<file path="config.mk">
export PLATFORM = sky130hd
export DESIGN_NAME = expiry_ordered_timer_queue_flat
export DESIGN_NICKNAME = d
export VERILOG_FILES = /design/src/rtl/core/tq_pkg.sv /design/src/rtl/core/tq_in_if.sv /design/src/rtl/core/tq_out_if.sv /design/src/rtl/core/tq_slot_mem.sv /design/src/rtl/core/expiry_ordered_timer_queue.sv /design/src/flat_wrapper.sv
export SDC_FILE = /design/constraint.sdc
export NUM_CORES = 2
export LEC_CHECK = 0
export ABC_AREA = 1
export BUFFER_PORTS_ARGS = -buffer_cell sky130_fd_sc_hd__buf_2
export CAP_MARGIN = 20
export CORE_MARGIN = 2
export CORE_UTILIZATION = 30
export DETAILED_ROUTE_END_ITERATION = 8
export SLEW_MARGIN = 25
export SYNTH_ARGS = -nofsm -noshare
export SYNTH_HDL_FRONTEND = slang
export SYNTH_SLANG_ARGS = --single-unit
export TNS_END_PERCENT = 30
</file>
<file path="constraint.sdc">
create_clock -name clk -period 25.6 [get_ports clk]
set_input_delay 7.68 -clock clk [delete_from_list [all_inputs] [get_ports clk]]
set_output_delay 7.68 -clock clk [all_outputs]
set_load 0.01 [all_outputs]
</file>
<file path="src/rtl/core/tq_pkg.sv">
// ---------------------------------------------------------------------------
// Timer queue package
// Shared constants, codes and record types of the timer queue.
// ---------------------------------------------------------------------------
`default_nettype none

package tq_pkg;

  localparam int ENTRIES_DEF = 16;

  localparam int TIME_W = 63;
  localparam int IVAL_W = 32;
  localparam int TAG_W  = 16;
  localparam int SLOT_W = 4;
  localparam int CMD_W  = 2;
  localparam int KIND_W = 3;

  localparam logic [TIME_W-1:0] TIME_MAX = {TIME_W{1'b1}};

  localparam logic [CMD_W-1:0] CMD_ADD    = 2'd0;
  localparam logic [CMD_W-1:0] CMD_CANCEL = 2'd1;
  localparam logic [CMD_W-1:0] CMD_TICK   = 2'd2;

  localparam logic [KIND_W-1:0] KIND_ADDED     = 3'd0;
  localparam logic [KIND_W-1:0] KIND_FULL      = 3'd1;
  localparam logic [KIND_W-1:0] KIND_CANCELLED = 3'd2;
  localparam logic [KIND_W-1:0] KIND_NOT_FOUND = 3'd3;
  localparam logic [KIND_W-1:0] KIND_EXPIRED   = 3'd4;
  localparam logic [KIND_W-1:0] KIND_SUMMARY   = 3'd5;

  typedef struct packed {
    logic [TIME_W-1:0] expiry;
    logic [IVAL_W-1:0] interval;
    logic [TAG_W-1:0]  tag;
  } slot_rec_t;

  // en: write this cycle; all: whole record, else expiry only
  typedef struct packed {
    logic en;
    logic all;
  } mem_ctl_t;

endpackage

`default_nettype wire

</file>
<file path="src/rtl/core/tq_in_if.sv">
// ---------------------------------------------------------------------------
// Timer queue command channel
// Valid/ready channel carrying one command item.
// ---------------------------------------------------------------------------
`default_nettype none

interface tq_in_if;
  logic                          valid;
  logic                          ready;
  logic [tq_pkg::CMD_W-1:0]      command;
  logic [tq_pkg::SLOT_W-1:0]     handle_slot;
  logic [tq_pkg::TAG_W-1:0]      handle_tag;
  logic [tq_pkg::TIME_W-1:0]     expiry_time;
  logic [tq_pkg::IVAL_W-1:0]     interval_us;
  logic [tq_pkg::TIME_W-1:0]     current_time;

  modport source (output valid, command, handle_slot, handle_tag, expiry_time,
                  interval_us, current_time, input ready);
  modport sink   (input valid, command, handle_slot, handle_tag, expiry_time,
                  interval_us, current_time, output ready);
endinterface

`default_nettype wire

</file>
<file path="src/rtl/core/tq_out_if.sv">
// ---------------------------------------------------------------------------
// Timer queue result channel
// Valid/ready channel carrying one result item.
// ---------------------------------------------------------------------------
`default_nettype none

interface tq_out_if;
  logic                          valid;
  logic                          ready;
  logic [tq_pkg::KIND_W-1:0]     kind;
  logic [tq_pkg::SLOT_W-1:0]     out_slot;
  logic [tq_pkg::TAG_W-1:0]      out_tag;
  logic                          head_moved;
  logic [tq_pkg::TIME_W-1:0]     next_expiry;
  logic                          next_valid;
  logic                          last;

  modport source (output valid, kind, out_slot, out_tag, head_moved,
                  next_expiry, next_valid, last, input ready);
  modport sink   (input valid, kind, out_slot, out_tag, head_moved,
                  next_expiry, next_valid, last, output ready);
endinterface

`default_nettype wire

</file>
<file path="src/rtl/core/tq_slot_mem.sv">
// ---------------------------------------------------------------------------
// Timer slot memory
// Expiry, interval and tag per slot; one write and one registered read a cycle.
// ---------------------------------------------------------------------------
`default_nettype none

module tq_slot_mem #(
  parameter int ENTRIES = tq_pkg::ENTRIES_DEF,
  localparam int IW = $clog2(ENTRIES)
) (
  input  wire                    clk,
  input  wire tq_pkg::mem_ctl_t  wr_ctl,
  input  wire [IW-1:0]           wr_addr,
  input  wire tq_pkg::slot_rec_t wr_data,
  input  wire [IW-1:0]           rd_addr,
  output tq_pkg::slot_rec_t      rd_data
);

  logic [tq_pkg::TIME_W-1:0] exp_mem [ENTRIES];
  logic [tq_pkg::IVAL_W-1:0] ival_mem [ENTRIES];
  logic [tq_pkg::TAG_W-1:0]  tag_mem [ENTRIES];

  always_ff @(posedge clk) begin
    if (wr_ctl.en) begin
      exp_mem[wr_addr] <= wr_data.expiry;
      if (wr_ctl.all) begin
        ival_mem[wr_addr] <= wr_data.interval;
        tag_mem[wr_addr]  <= wr_data.tag;
      end
    end
  end

  always_ff @(posedge clk) begin
    rd_data.expiry   <= exp_mem[rd_addr];
    rd_data.interval <= ival_mem[rd_addr];
    rd_data.tag      <= tag_mem[rd_addr];
  end

endmodule

`default_nettype wire

</file>
<file path="src/rtl/core/expiry_ordered_timer_queue.sv">
// ---------------------------------------------------------------------------
// Expiry-ordered timer queue
// Timer table with add, cancel and tick; repeating timers re-arm on expiry.
// ---------------------------------------------------------------------------
//  channel   dir  handshake      payload
//  in_chan   in   valid/ready    command, handle, expiry, interval, time
//  out_chan  out  valid/ready    kind, slot, tag, earliest flag, next expiry
//
//  The slot memory is scanned one entry per cycle (registered read).
//  Add scans all slots for the earliest expiry, then fills the lowest free slot.
//  Cancel checks the handled slot, then scans; tick emits due timers earliest first.
//  Reset clears state, valid and due flags, tag and scan counters; no clearing pass.
//  A stalled result holds in the output register; the next result waits for it.
// ---------------------------------------------------------------------------
`default_nettype none

module expiry_ordered_timer_queue #(
  parameter int ENTRIES = tq_pkg::ENTRIES_DEF
) (
  input  wire      clk,
  input  wire      rst_n,
  tq_in_if.sink    in_chan,
  tq_out_if.source out_chan
);

  localparam int IW = $clog2(ENTRIES);
  localparam logic [IW:0] NCNT = (IW+1)'(ENTRIES);

  typedef enum logic [5:0] {
    S_IDLE = 6'b000001,
    S_SCAN = 6'b000010,
    S_CRD  = 6'b000100,
    S_CCMP = 6'b001000,
    S_EXP  = 6'b010000,
    S_FIN  = 6'b100000
  } state_t;

  state_t st_r, st_nxt;

  // latched command
  logic [tq_pkg::CMD_W-1:0]  cmd_r, cmd_nxt;
  logic [tq_pkg::SLOT_W-1:0] hs_r, hs_nxt;
  logic [tq_pkg::TAG_W-1:0]  ht_r, ht_nxt;
  logic [tq_pkg::TIME_W-1:0] ex_r, ex_nxt;
  logic [tq_pkg::IVAL_W-1:0] iv_r, iv_nxt;
  logic [tq_pkg::TIME_W-1:0] now_r, now_nxt;

  logic [ENTRIES-1:0] vld_r, vld_nxt;
  logic [ENTRIES-1:0] due_r, due_nxt;
  logic [tq_pkg::TAG_W-1:0] tagc_r, tagc_nxt;

  // scan engine
  logic [IW:0]   sc_r, sc_nxt;
  logic          rv_r, rv_nxt;
  logic [IW-1:0] ra_r, ra_nxt;
  logic          md_tick_r, md_tick_nxt;
  logic          first_r, first_nxt;
  logic          bf_r, bf_nxt;
  logic [tq_pkg::TIME_W-1:0] be_r, be_nxt;
  logic [IW-1:0] bi_r, bi_nxt;
  logic [tq_pkg::TAG_W-1:0]  bt_r, bt_nxt;
  logic [tq_pkg::IVAL_W-1:0] bv_r, bv_nxt;
  logic          hit_r, hit_nxt;

  // output register
  logic ov_r, ov_nxt;
  logic [tq_pkg::KIND_W-1:0] ok_r, ok_nxt;
  logic [tq_pkg::SLOT_W-1:0] os_r, os_nxt;
  logic [tq_pkg::TAG_W-1:0]  ot_r, ot_nxt;
  logic oc_r, oc_nxt;
  logic [tq_pkg::TIME_W-1:0] oe_r, oe_nxt;
  logic on_r, on_nxt;
  logic ol_r, ol_nxt;

  tq_pkg::mem_ctl_t  mw_ctl;
  logic [IW-1:0]     mw_addr;
  tq_pkg::slot_rec_t mw_data;
  logic [IW-1:0]     mr_addr;
  tq_pkg::slot_rec_t mr_data;

  logic [IW-1:0] hs_idx;
  logic          hs_in_range;
  logic [IW-1:0] free_idx;
  logic          full;
  logic          ofree;
  logic          in_acc;
  logic          cand;
  logic          chg;
  logic [tq_pkg::TIME_W:0] rearm_sum;

  assign hs_idx      = IW'(hs_r);
  assign hs_in_range = 32'(hs_r) < 32'(ENTRIES);
  assign ofree       = !ov_r || out_chan.ready;
  assign in_acc      = in_chan.valid && in_chan.ready;
  assign full        = &vld_r;
  assign mr_addr     = (st_r == S_CRD) ? hs_idx : sc_r[IW-1:0];
  assign rearm_sum   = {1'b0, now_r} + {{(tq_pkg::TIME_W+1-tq_pkg::IVAL_W){1'b0}}, bv_r};
  assign chg         = !bf_r || (ex_r < be_r);

  always_comb begin
    free_idx = '0;
    for (int i = ENTRIES - 1; i >= 0; i--) begin
      if (!vld_r[i]) free_idx = IW'(i);
    end
  end

  tq_slot_mem #(.ENTRIES(ENTRIES)) u_mem (
    .clk     (clk),
    .wr_ctl  (mw_ctl),
    .wr_addr (mw_addr),
    .wr_data (mw_data),
    .rd_addr (mr_addr),
    .rd_data (mr_data)
  );

  always_comb begin
    st_nxt = st_r;
    cmd_nxt = cmd_r; hs_nxt = hs_r; ht_nxt = ht_r;
    ex_nxt = ex_r; iv_nxt = iv_r; now_nxt = now_r;
    vld_nxt = vld_r; due_nxt = due_r; tagc_nxt = tagc_r;
    sc_nxt = sc_r; rv_nxt = rv_r; ra_nxt = ra_r;
    md_tick_nxt = md_tick_r; first_nxt = first_r;
    bf_nxt = bf_r; be_nxt = be_r; bi_nxt = bi_r; bt_nxt = bt_r; bv_nxt = bv_r;
    hit_nxt = hit_r;
    ov_nxt = ov_r && !out_chan.ready;
    ok_nxt = ok_r; os_nxt = os_r; ot_nxt = ot_r; oc_nxt = oc_r;
    oe_nxt = oe_r; on_nxt = on_r; ol_nxt = ol_r;
    mw_ctl = '0;
    mw_addr = bi_r;
    mw_data.expiry = rearm_sum[tq_pkg::TIME_W] ? tq_pkg::TIME_MAX
                                               : rearm_sum[tq_pkg::TIME_W-1:0];
    mw_data.interval = iv_r;
    mw_data.tag = tagc_r;
    cand = 1'b0;

    case (st_r)
      S_IDLE: begin
        if (in_acc) begin
          cmd_nxt = in_chan.command;
          hs_nxt  = in_chan.handle_slot;
          ht_nxt  = in_chan.handle_tag;
          ex_nxt  = in_chan.expiry_time;
          iv_nxt  = in_chan.interval_us;
          now_nxt = in_chan.current_time;
          sc_nxt = '0; rv_nxt = 1'b0; bf_nxt = 1'b0;
          case (in_chan.command)
            tq_pkg::CMD_ADD: begin
              md_tick_nxt = 1'b0; first_nxt = 1'b0; st_nxt = S_SCAN;
            end
            tq_pkg::CMD_TICK: begin
              md_tick_nxt = 1'b1; first_nxt = 1'b1; st_nxt = S_SCAN;
            end
            tq_pkg::CMD_CANCEL: st_nxt = S_CRD;
            default: st_nxt = S_IDLE;
          endcase
        end
      end

      S_SCAN: begin
        if (sc_r < NCNT) begin
          ra_nxt = sc_r[IW-1:0];
          sc_nxt = sc_r + 1'b1;
          rv_nxt = 1'b1;
        end else begin
          rv_nxt = 1'b0;
        end
        if (rv_r) begin
          if (md_tick_r) begin
            cand = first_r ? (vld_r[ra_r] && (mr_data.expiry <= now_r)) : due_r[ra_r];
            if (first_r) due_nxt[ra_r] = cand;
          end else begin
            cand = vld_r[ra_r];
          end
          // strict compare in slot order keeps the lowest slot on ties
          if (cand && (!bf_r || (mr_data.expiry < be_r))) begin
            bf_nxt = 1'b1;
            be_nxt = mr_data.expiry;
            bi_nxt = ra_r;
            bt_nxt = mr_data.tag;
            bv_nxt = mr_data.interval;
          end
        end
        if ((sc_r == NCNT) && !rv_r) begin
          if (!md_tick_r) begin
            st_nxt = S_FIN;
          end else if (bf_r) begin
            st_nxt = S_EXP;
          end else begin
            md_tick_nxt = 1'b0;
            sc_nxt = '0; rv_nxt = 1'b0; bf_nxt = 1'b0;
          end
        end
      end

      S_CRD: st_nxt = S_CCMP;

      S_CCMP: begin
        hit_nxt = hs_in_range && vld_r[hs_idx] && (mr_data.tag == ht_r);
        if (hs_in_range && vld_r[hs_idx] && (mr_data.tag == ht_r)) begin
          vld_nxt[hs_idx] = 1'b0;
        end
        md_tick_nxt = 1'b0; first_nxt = 1'b0;
        sc_nxt = '0; rv_nxt = 1'b0; bf_nxt = 1'b0;
        st_nxt = S_SCAN;
      end

      S_EXP: begin
        if (ofree) begin
          ov_nxt = 1'b1;
          ok_nxt = tq_pkg::KIND_EXPIRED;
          os_nxt = tq_pkg::SLOT_W'(bi_r);
          ot_nxt = bt_r;
          oc_nxt = 1'b0; oe_nxt = '0; on_nxt = 1'b0; ol_nxt = 1'b0;
          due_nxt[bi_r] = 1'b0;
          if (bv_r != '0) begin
            mw_ctl.en = 1'b1;
            mw_addr = bi_r;
          end else begin
            vld_nxt[bi_r] = 1'b0;
          end
          first_nxt = 1'b0;
          sc_nxt = '0; rv_nxt = 1'b0; bf_nxt = 1'b0;
          st_nxt = S_SCAN;
        end
      end

      S_FIN: begin
        if (ofree) begin
          ov_nxt = 1'b1;
          ol_nxt = 1'b1;
          oc_nxt = 1'b0;
          os_nxt = '0;
          ot_nxt = '0;
          oe_nxt = bf_r ? be_r : '0;
          on_nxt = bf_r;
          case (cmd_r)
            tq_pkg::CMD_ADD: begin
              if (full) begin
                ok_nxt = tq_pkg::KIND_FULL;
              end else begin
                ok_nxt = tq_pkg::KIND_ADDED;
                os_nxt = tq_pkg::SLOT_W'(free_idx);
                ot_nxt = tagc_r;
                oc_nxt = chg;
                oe_nxt = chg ? ex_r : be_r;
                on_nxt = 1'b1;
                mw_ctl.en = 1'b1;
                mw_ctl.all = 1'b1;
                mw_addr = free_idx;
                mw_data.expiry = ex_r;
                vld_nxt[free_idx] = 1'b1;
                tagc_nxt = tagc_r + 1'b1;
              end
            end
            tq_pkg::CMD_CANCEL: begin
              ok_nxt = hit_r ? tq_pkg::KIND_CANCELLED : tq_pkg::KIND_NOT_FOUND;
              os_nxt = hs_r;
              ot_nxt = ht_r;
            end
            default: ok_nxt = tq_pkg::KIND_SUMMARY;
          endcase
          st_nxt = S_IDLE;
        end
      end

      default: st_nxt = S_IDLE;
    endcase
  end

  always_ff @(posedge clk) begin
    if (!rst_n) begin
      st_r   <= S_IDLE;
      vld_r  <= '0;
      due_r  <= '0;
      tagc_r <= '0;
      sc_r   <= '0;
      rv_r   <= 1'b0;
      ov_r   <= 1'b0;
    end else begin
      st_r   <= st_nxt;
      vld_r  <= vld_nxt;
      due_r  <= due_nxt;
      tagc_r <= tagc_nxt;
      sc_r   <= sc_nxt;
      rv_r   <= rv_nxt;
      ov_r   <= ov_nxt;
    end
  end

  always_ff @(posedge clk) begin
    cmd_r <= cmd_nxt; hs_r <= hs_nxt; ht_r <= ht_nxt;
    ex_r <= ex_nxt; iv_r <= iv_nxt; now_r <= now_nxt;
    ra_r <= ra_nxt; md_tick_r <= md_tick_nxt; first_r <= first_nxt;
    bf_r <= bf_nxt; be_r <= be_nxt; bi_r <= bi_nxt; bt_r <= bt_nxt; bv_r <= bv_nxt;
    hit_r <= hit_nxt;
    ok_r <= ok_nxt; os_r <= os_nxt; ot_r <= ot_nxt; oc_r <= oc_nxt;
    oe_r <= oe_nxt; on_r <= on_nxt; ol_r <= ol_nxt;
  end

  assign in_chan.ready        = (st_r == S_IDLE);
  assign out_chan.valid       = ov_r;
  assign out_chan.kind        = ok_r;
  assign out_chan.out_slot    = os_r;
  assign out_chan.out_tag     = ot_r;
  assign out_chan.head_moved  = oc_r;
  assign out_chan.next_expiry = oe_r;
  assign out_chan.next_valid  = on_r;
  assign out_chan.last        = ol_r;

  a_state_onehot: assert property (@(posedge clk) disable iff (!rst_n)
    $onehot(st_r)) else $error("state register not one-hot");

  a_add_to_free: assert property (@(posedge clk) disable iff (!rst_n)
    (mw_ctl.en && mw_ctl.all) |-> !vld_r[mw_addr])
    else $error("add overwrote a pending slot");

  a_expired_not_last: assert property (@(posedge clk) disable iff (!rst_n)
    (ov_r && (ok_r == tq_pkg::KIND_EXPIRED)) |-> !ol_r)
    else $error("expired result marked last");

  a_rearm_was_due: assert property (@(posedge clk) disable iff (!rst_n)
    (mw_ctl.en && !mw_ctl.all) |=> !due_r[$past(mw_addr)])
    else $error("re-armed slot still marked due");

endmodule

`default_nettype wire
</file>
<file path="src/flat_wrapper.sv">
// flat-port wrapper written by rule: the top's interface ports become plain ports
module expiry_ordered_timer_queue_flat 
#(
  parameter int ENTRIES = tq_pkg::ENTRIES_DEF
)
  (clk, rst_n, in_chan_valid, in_chan_command, in_chan_handle_slot, in_chan_handle_tag, in_chan_expiry_time, in_chan_interval_us, in_chan_current_time, in_chan_ready, out_chan_valid, out_chan_kind, out_chan_out_slot, out_chan_out_tag, out_chan_head_moved, out_chan_next_expiry, out_chan_next_valid, out_chan_last, out_chan_ready);
  tq_in_if in_chan_i ();
  tq_out_if out_chan_i ();
  input  wire clk;
  input  wire rst_n;
  input wire logic [$bits(in_chan_i.valid)-1:0] in_chan_valid;
  input wire logic [$bits(in_chan_i.command)-1:0] in_chan_command;
  input wire logic [$bits(in_chan_i.handle_slot)-1:0] in_chan_handle_slot;
  input wire logic [$bits(in_chan_i.handle_tag)-1:0] in_chan_handle_tag;
  input wire logic [$bits(in_chan_i.expiry_time)-1:0] in_chan_expiry_time;
  input wire logic [$bits(in_chan_i.interval_us)-1:0] in_chan_interval_us;
  input wire logic [$bits(in_chan_i.current_time)-1:0] in_chan_current_time;
  output wire logic [$bits(in_chan_i.ready)-1:0] in_chan_ready;
  output wire logic [$bits(out_chan_i.valid)-1:0] out_chan_valid;
  output wire logic [$bits(out_chan_i.kind)-1:0] out_chan_kind;
  output wire logic [$bits(out_chan_i.out_slot)-1:0] out_chan_out_slot;
  output wire logic [$bits(out_chan_i.out_tag)-1:0] out_chan_out_tag;
  output wire logic [$bits(out_chan_i.head_moved)-1:0] out_chan_head_moved;
  output wire logic [$bits(out_chan_i.next_expiry)-1:0] out_chan_next_expiry;
  output wire logic [$bits(out_chan_i.next_valid)-1:0] out_chan_next_valid;
  output wire logic [$bits(out_chan_i.last)-1:0] out_chan_last;
  input wire logic [$bits(out_chan_i.ready)-1:0] out_chan_ready;
  assign in_chan_i.valid = in_chan_valid;
  assign in_chan_i.command = in_chan_command;
  assign in_chan_i.handle_slot = in_chan_handle_slot;
  assign in_chan_i.handle_tag = in_chan_handle_tag;
  assign in_chan_i.expiry_time = in_chan_expiry_time;
  assign in_chan_i.interval_us = in_chan_interval_us;
  assign in_chan_i.current_time = in_chan_current_time;
  assign in_chan_ready = in_chan_i.ready;
  assign out_chan_valid = out_chan_i.valid;
  assign out_chan_kind = out_chan_i.kind;
  assign out_chan_out_slot = out_chan_i.out_slot;
  assign out_chan_out_tag = out_chan_i.out_tag;
  assign out_chan_head_moved = out_chan_i.head_moved;
  assign out_chan_next_expiry = out_chan_i.next_expiry;
  assign out_chan_next_valid = out_chan_i.next_valid;
  assign out_chan_last = out_chan_i.last;
  assign out_chan_i.ready = out_chan_ready;
  expiry_ordered_timer_queue #(.ENTRIES(ENTRIES)) u_core (.clk(clk), .rst_n(rst_n), .in_chan(in_chan_i), .out_chan(out_chan_i));
endmodule
</file>
==> impl_metrics.env <==
export IMPL_root_buffer="clkbuf_16"
export IMPL_r2r_cells=13
export IMPL_drt_iter0_drc=7835
export IMPL_globalRouteOverflowTotal=0
export IMPL_grt_pass1_vias=63323
export IMPL_grt_pass1_wl_um=432100
export IMPL_dp_cells=12108
export IMPL_leakagePower_nw=37.80
export IMPL_post_route_period_util_pct=45.81
export IMPL_drv_cap=0
export IMPL_cp_required_ns=26.08
export IMPL_p_total_mw=11.17
export IMPL_pre_cts_slack_ns=12.97
export IMPL_design_core_area_um2=321700
export IMPL_fp_dieH_um=573.1
export IMPL_top_layer_used="met5"
export IMPL_instances_no_fill=12583
export IMPL_critPathLaunchType="primary input"
export IMPL_yosysSeqAreaShare_pct=70.55
export IMPL_fmax_ghz=0.08526
export IMPL_synth_cell_types=57
export IMPL_ff2ff_setup_slack_ns=18.84
export IMPL_antenna_found_initial=35
export IMPL_rsz0062_at_grt="false"
export IMPL_clockBufferDepth=4
export IMPL_seq_area_um2=68550
export IMPL_crit_path_end="u_core.u_mem.exp_mem[2][3]$_DFFE_PP_"
export IMPL_cts_htree_levels=4
export IMPL_finalMaxSlewViolations=0
export IMPL_layout_nets=8468
export IMPL_syn_area_um2=97160
export IMPL_grt_max_degree=222
export IMPL_min_period_ns=11.73
export IMPL_multiInputGateArea_um2=25550
export IMPL_row_count=208
export IMPL_synth_seq_cells=2340
export IMPL_peakVddDrop_mv=0.08279
export IMPL_synth_nets=8273
export IMPL_cts_reportedPaths_clkPinSlew_ns=0.06
export IMPL_postCtsHoldBufs=0
export IMPL_post_cts_resized=0
export IMPL_gp_congestion=0.9330
export IMPL_drt_first_pass_iters=6
export IMPL_initial_core_util_pct=30.20
export IMPL_critPathArrivalTime_ns=12.21
export IMPL_area_growth_pct=15.01
export IMPL_wl_met2_um=138700
export IMPL_portBuffers=274
export IMPL_ant_nets=0
export IMPL_final_hold_viol_count=0
export IMPL_fin_ws_ns=13.87
export IMPL_r2r_end="u_core.u_mem.rd_data[82]$_DFF_P_"
export IMPL_cts_setup_buffers=0
export IMPL_startpoint="out_chan_ready"
export IMPL_relSlewSlack_pct=25.15
export IMPL_cts_buffers=243
export IMPL_wl_met3_um=25750
export IMPL_track_usage_pct=17.51
export IMPL_finalSetupViolCount=0
export IMPL_yosysWarnings=0
export IMPL_fillCellCount=31033
export IMPL_worstSkewPairLatency_ns=0.92
export IMPL_utilization_pct=34.74
export IMPL_syn_avg_cell_area_um2=12.35
export IMPL_rr_startpoint="u_core.st_r[4]$_SDFFE_PN0P_"
export IMPL_cts_tree="done"
export IMPL_path_max_fanout=44
export IMPL_endpoint_kind="flip-flop"
export IMPL_drc_errors=0
export IMPL_powerDensity_nw_per_um2=99.95
export IMPL_clock_skew_ns=0.06798
export IMPL_finalSetupTns_ns=0
export IMPL_status="completed"
export IMPL_vias_per_cell=5.270
export IMPL_dpl_hpwl_um=184000
export IMPL_holdCritPathClass="reg -> reg"
export IMPL_synth_cells=7866
export IMPL_num_vias=66314
export IMPL_wl_met1_um=124800
export IMPL_design_die_area_um2=328400
export IMPL_ios=275
export IMPL_drive_gt1_share_pct=10.39
export IMPL_worstMarginPinSlew_ns=1.123
export IMPL_drt_wl_total_um=300900
export IMPL_die_w_um=573.1
export IMPL_cts_sinks=2340
export IMPL_crit_type="in -> reg"
export IMPL_drt_wirelength_per_cell_um=23.91
[critical path: stages]
cell and delay, ns:
buf_2 0.07, nor2_1 0.03, buf_4 0.18, nor2_1 0.23, nand2_4 0.49, inv_2 0.85, o22ai_1 0.26, nor2_1 0.28
nand4_1 0.28, nor2_4 0.85, buf_4 0.88
[flip-flops by register name, indices dropped and copies added, names as in the netlist, 5 cells and up]
| register | count |
|---|---|
| u_core.out_chan.next_expiry | 63 |
| u_core.due_r | 16 |
| u_core.sc_r | 5 |
| u_core.u_mem.ival_mem | 512 |
| u_core.be_r | 63 |
| u_core.now_r | 63 |
| u_core.tagc_r | 16 |
| u_core.ht_r | 16 |
| u_core.ex_r | 63 |
| u_core.u_mem.rd_data | 111 |
| u_core.out_chan.out_tag | 16 |
| u_core.bv_r | 32 |
| u_core.u_mem.tag_mem | 256 |
| u_core.iv_r | 32 |
| u_core.bt_r | 16 |
| u_core.u_mem.exp_mem | 1008 |
| u_core.vld_r | 16 |
| u_core.st_r | 6 |
[worst min path at each step]
stage	startpoint	end	slack [ns]	depth (start not counted)
after floorplan	u_core.u_mem.rd_data[16]$_DFF_P_	u_core.bv_r[0]$_DFFE_PP_	0.39	0
after global placement	u_core.u_mem.rd_data[42]$_DFF_P_	u_core.bv_r[26]$_DFFE_PP_	0.39	0
after detailed placement	u_core.u_mem.rd_data[29]$_DFF_P_	u_core.bv_r[13]$_DFFE_PP_	0.39	0
after CTS	u_core.u_mem.rd_data[27]$_DFF_P_	u_core.bv_r[11]$_DFFE_PP_	0.40	0
after global routing	u_core.u_mem.rd_data[27]$_DFF_P_	u_core.bv_r[11]$_DFFE_PP_	0.41	0
final	u_core.u_mem.rd_data[27]$_DFF_P_	u_core.bv_r[11]$_DFFE_PP_	0.39	0
[routing by layer]
metal  GRT usage [%]  vias to the layer above
met1           23.68                    33112
met5               0                        -
met3           2.970                      548
met2           28.19                     3131
li1                -                    29495
met4           6.400                       28
[cells in the mapped netlist (all sizes together)]
master | instances | share of area (%)
nor4 | 20 | 0.14
edfxtp | 2168 | 67
nor4b | 1 | 0.0090
nor3 | 56 | 0.30
a31o | 1 | 0.0090
inv | 406 | 1.6
o2111ai | 1 | 0.0090
nand3 | 278 | 1.5
xnor2 | 19 | 0.17
a41oi | 1 | 0.0090
a211oi | 4 | 0.031
nand2b | 1 | 0.0064
clkbuf | 258 | 1.0
xor2 | 40 | 0.36
or2 | 6 | 0.039
ha | 222 | 2.9
fa | 1 | 0.021
nand4 | 54 | 0.37
o21a | 9 | 0.070
a21boi | 2 | 0.015
buf | 184 | 1.0
and2 | 1 | 0.0064
a22oi | 18 | 0.14
a21o | 3 | 0.023
a31oi | 25 | 0.16
and3 | 3 | 0.019
nor3b | 3 | 0.023
or4 | 1 | 0.0077
a21oi | 274 | 1.4
o21bai | 6 | 0.046
nand3b | 5 | 0.039
o21ai | 1045 | 5.4
o211ai | 146 | 1.1
nor2 | 1171 | 4.6
clkinv | 1 | 0.0039
o221ai | 326 | 2.9
nand2 | 761 | 3.0
dfxtp | 172 | 3.5
o31ai | 4 | 0.031
o22ai | 169 | 1.1
[where the power goes]
group          switching, mW  leakage (nW)  internal (mW)
clock                   1.52          3.98           2.10
combinational           1.87          12.6          0.695
sequential             0.280          21.3           4.70
total                   3.67          37.8           7.50
[cell families (layout without fill, tap and decap cells)]
group	count (synthesis)	after routing	share of synthesized area, %
xor+xnor	59	59	0.5319
flops	2340	2340	70.55
simple gates	2361	2361	9.948
other cells	0	3	0
buf+inv	849	1258	3.571
fa+ha+maj	223	223	2.879
compound gates	2034	2034	12.52
[layout make-up]
type | count | area share (%)
well taps | 4305 | 4.820
diodes | 3 | 0.006718
repair buffers | 392 | 2.176
clock inverters | 136 | 1.514
inverters | 407 | 1.394
flip-flops and latches | 2340 | 61.34
multi-input cells | 4677 | 22.87
clock buffers | 323 | 5.882
[layout by cell type (no fill, tap or decap), drive strengths merged, types with 54 or more instances in the layout]
cell type	netlist	final
buf	184	389
o221ai	326	326
a21oi	274	274
nor3	56	56
dfxtp	172	172
nand2	761	761
inv	406	414
o211ai	146	146
edfxtp	2168	2168
o21ai	1045	1045
clkinv	1	87
ha	222	222
o22ai	169	169
nand3	278	278
nor2	1171	1171
clkbuf	258	326
nand4	54	54
[metrics by stage]
stage	cell area, um2	hold slack, ns
after floorplan	97160	0.3855
after global placement	103200	0.3916
after detailed placement	103200	0.3895
after CTS	111500	0.3976
after global routing	111700	0.4079
final	111700	0.3941
Note: power is estimated with default switching activity, not from simulation.
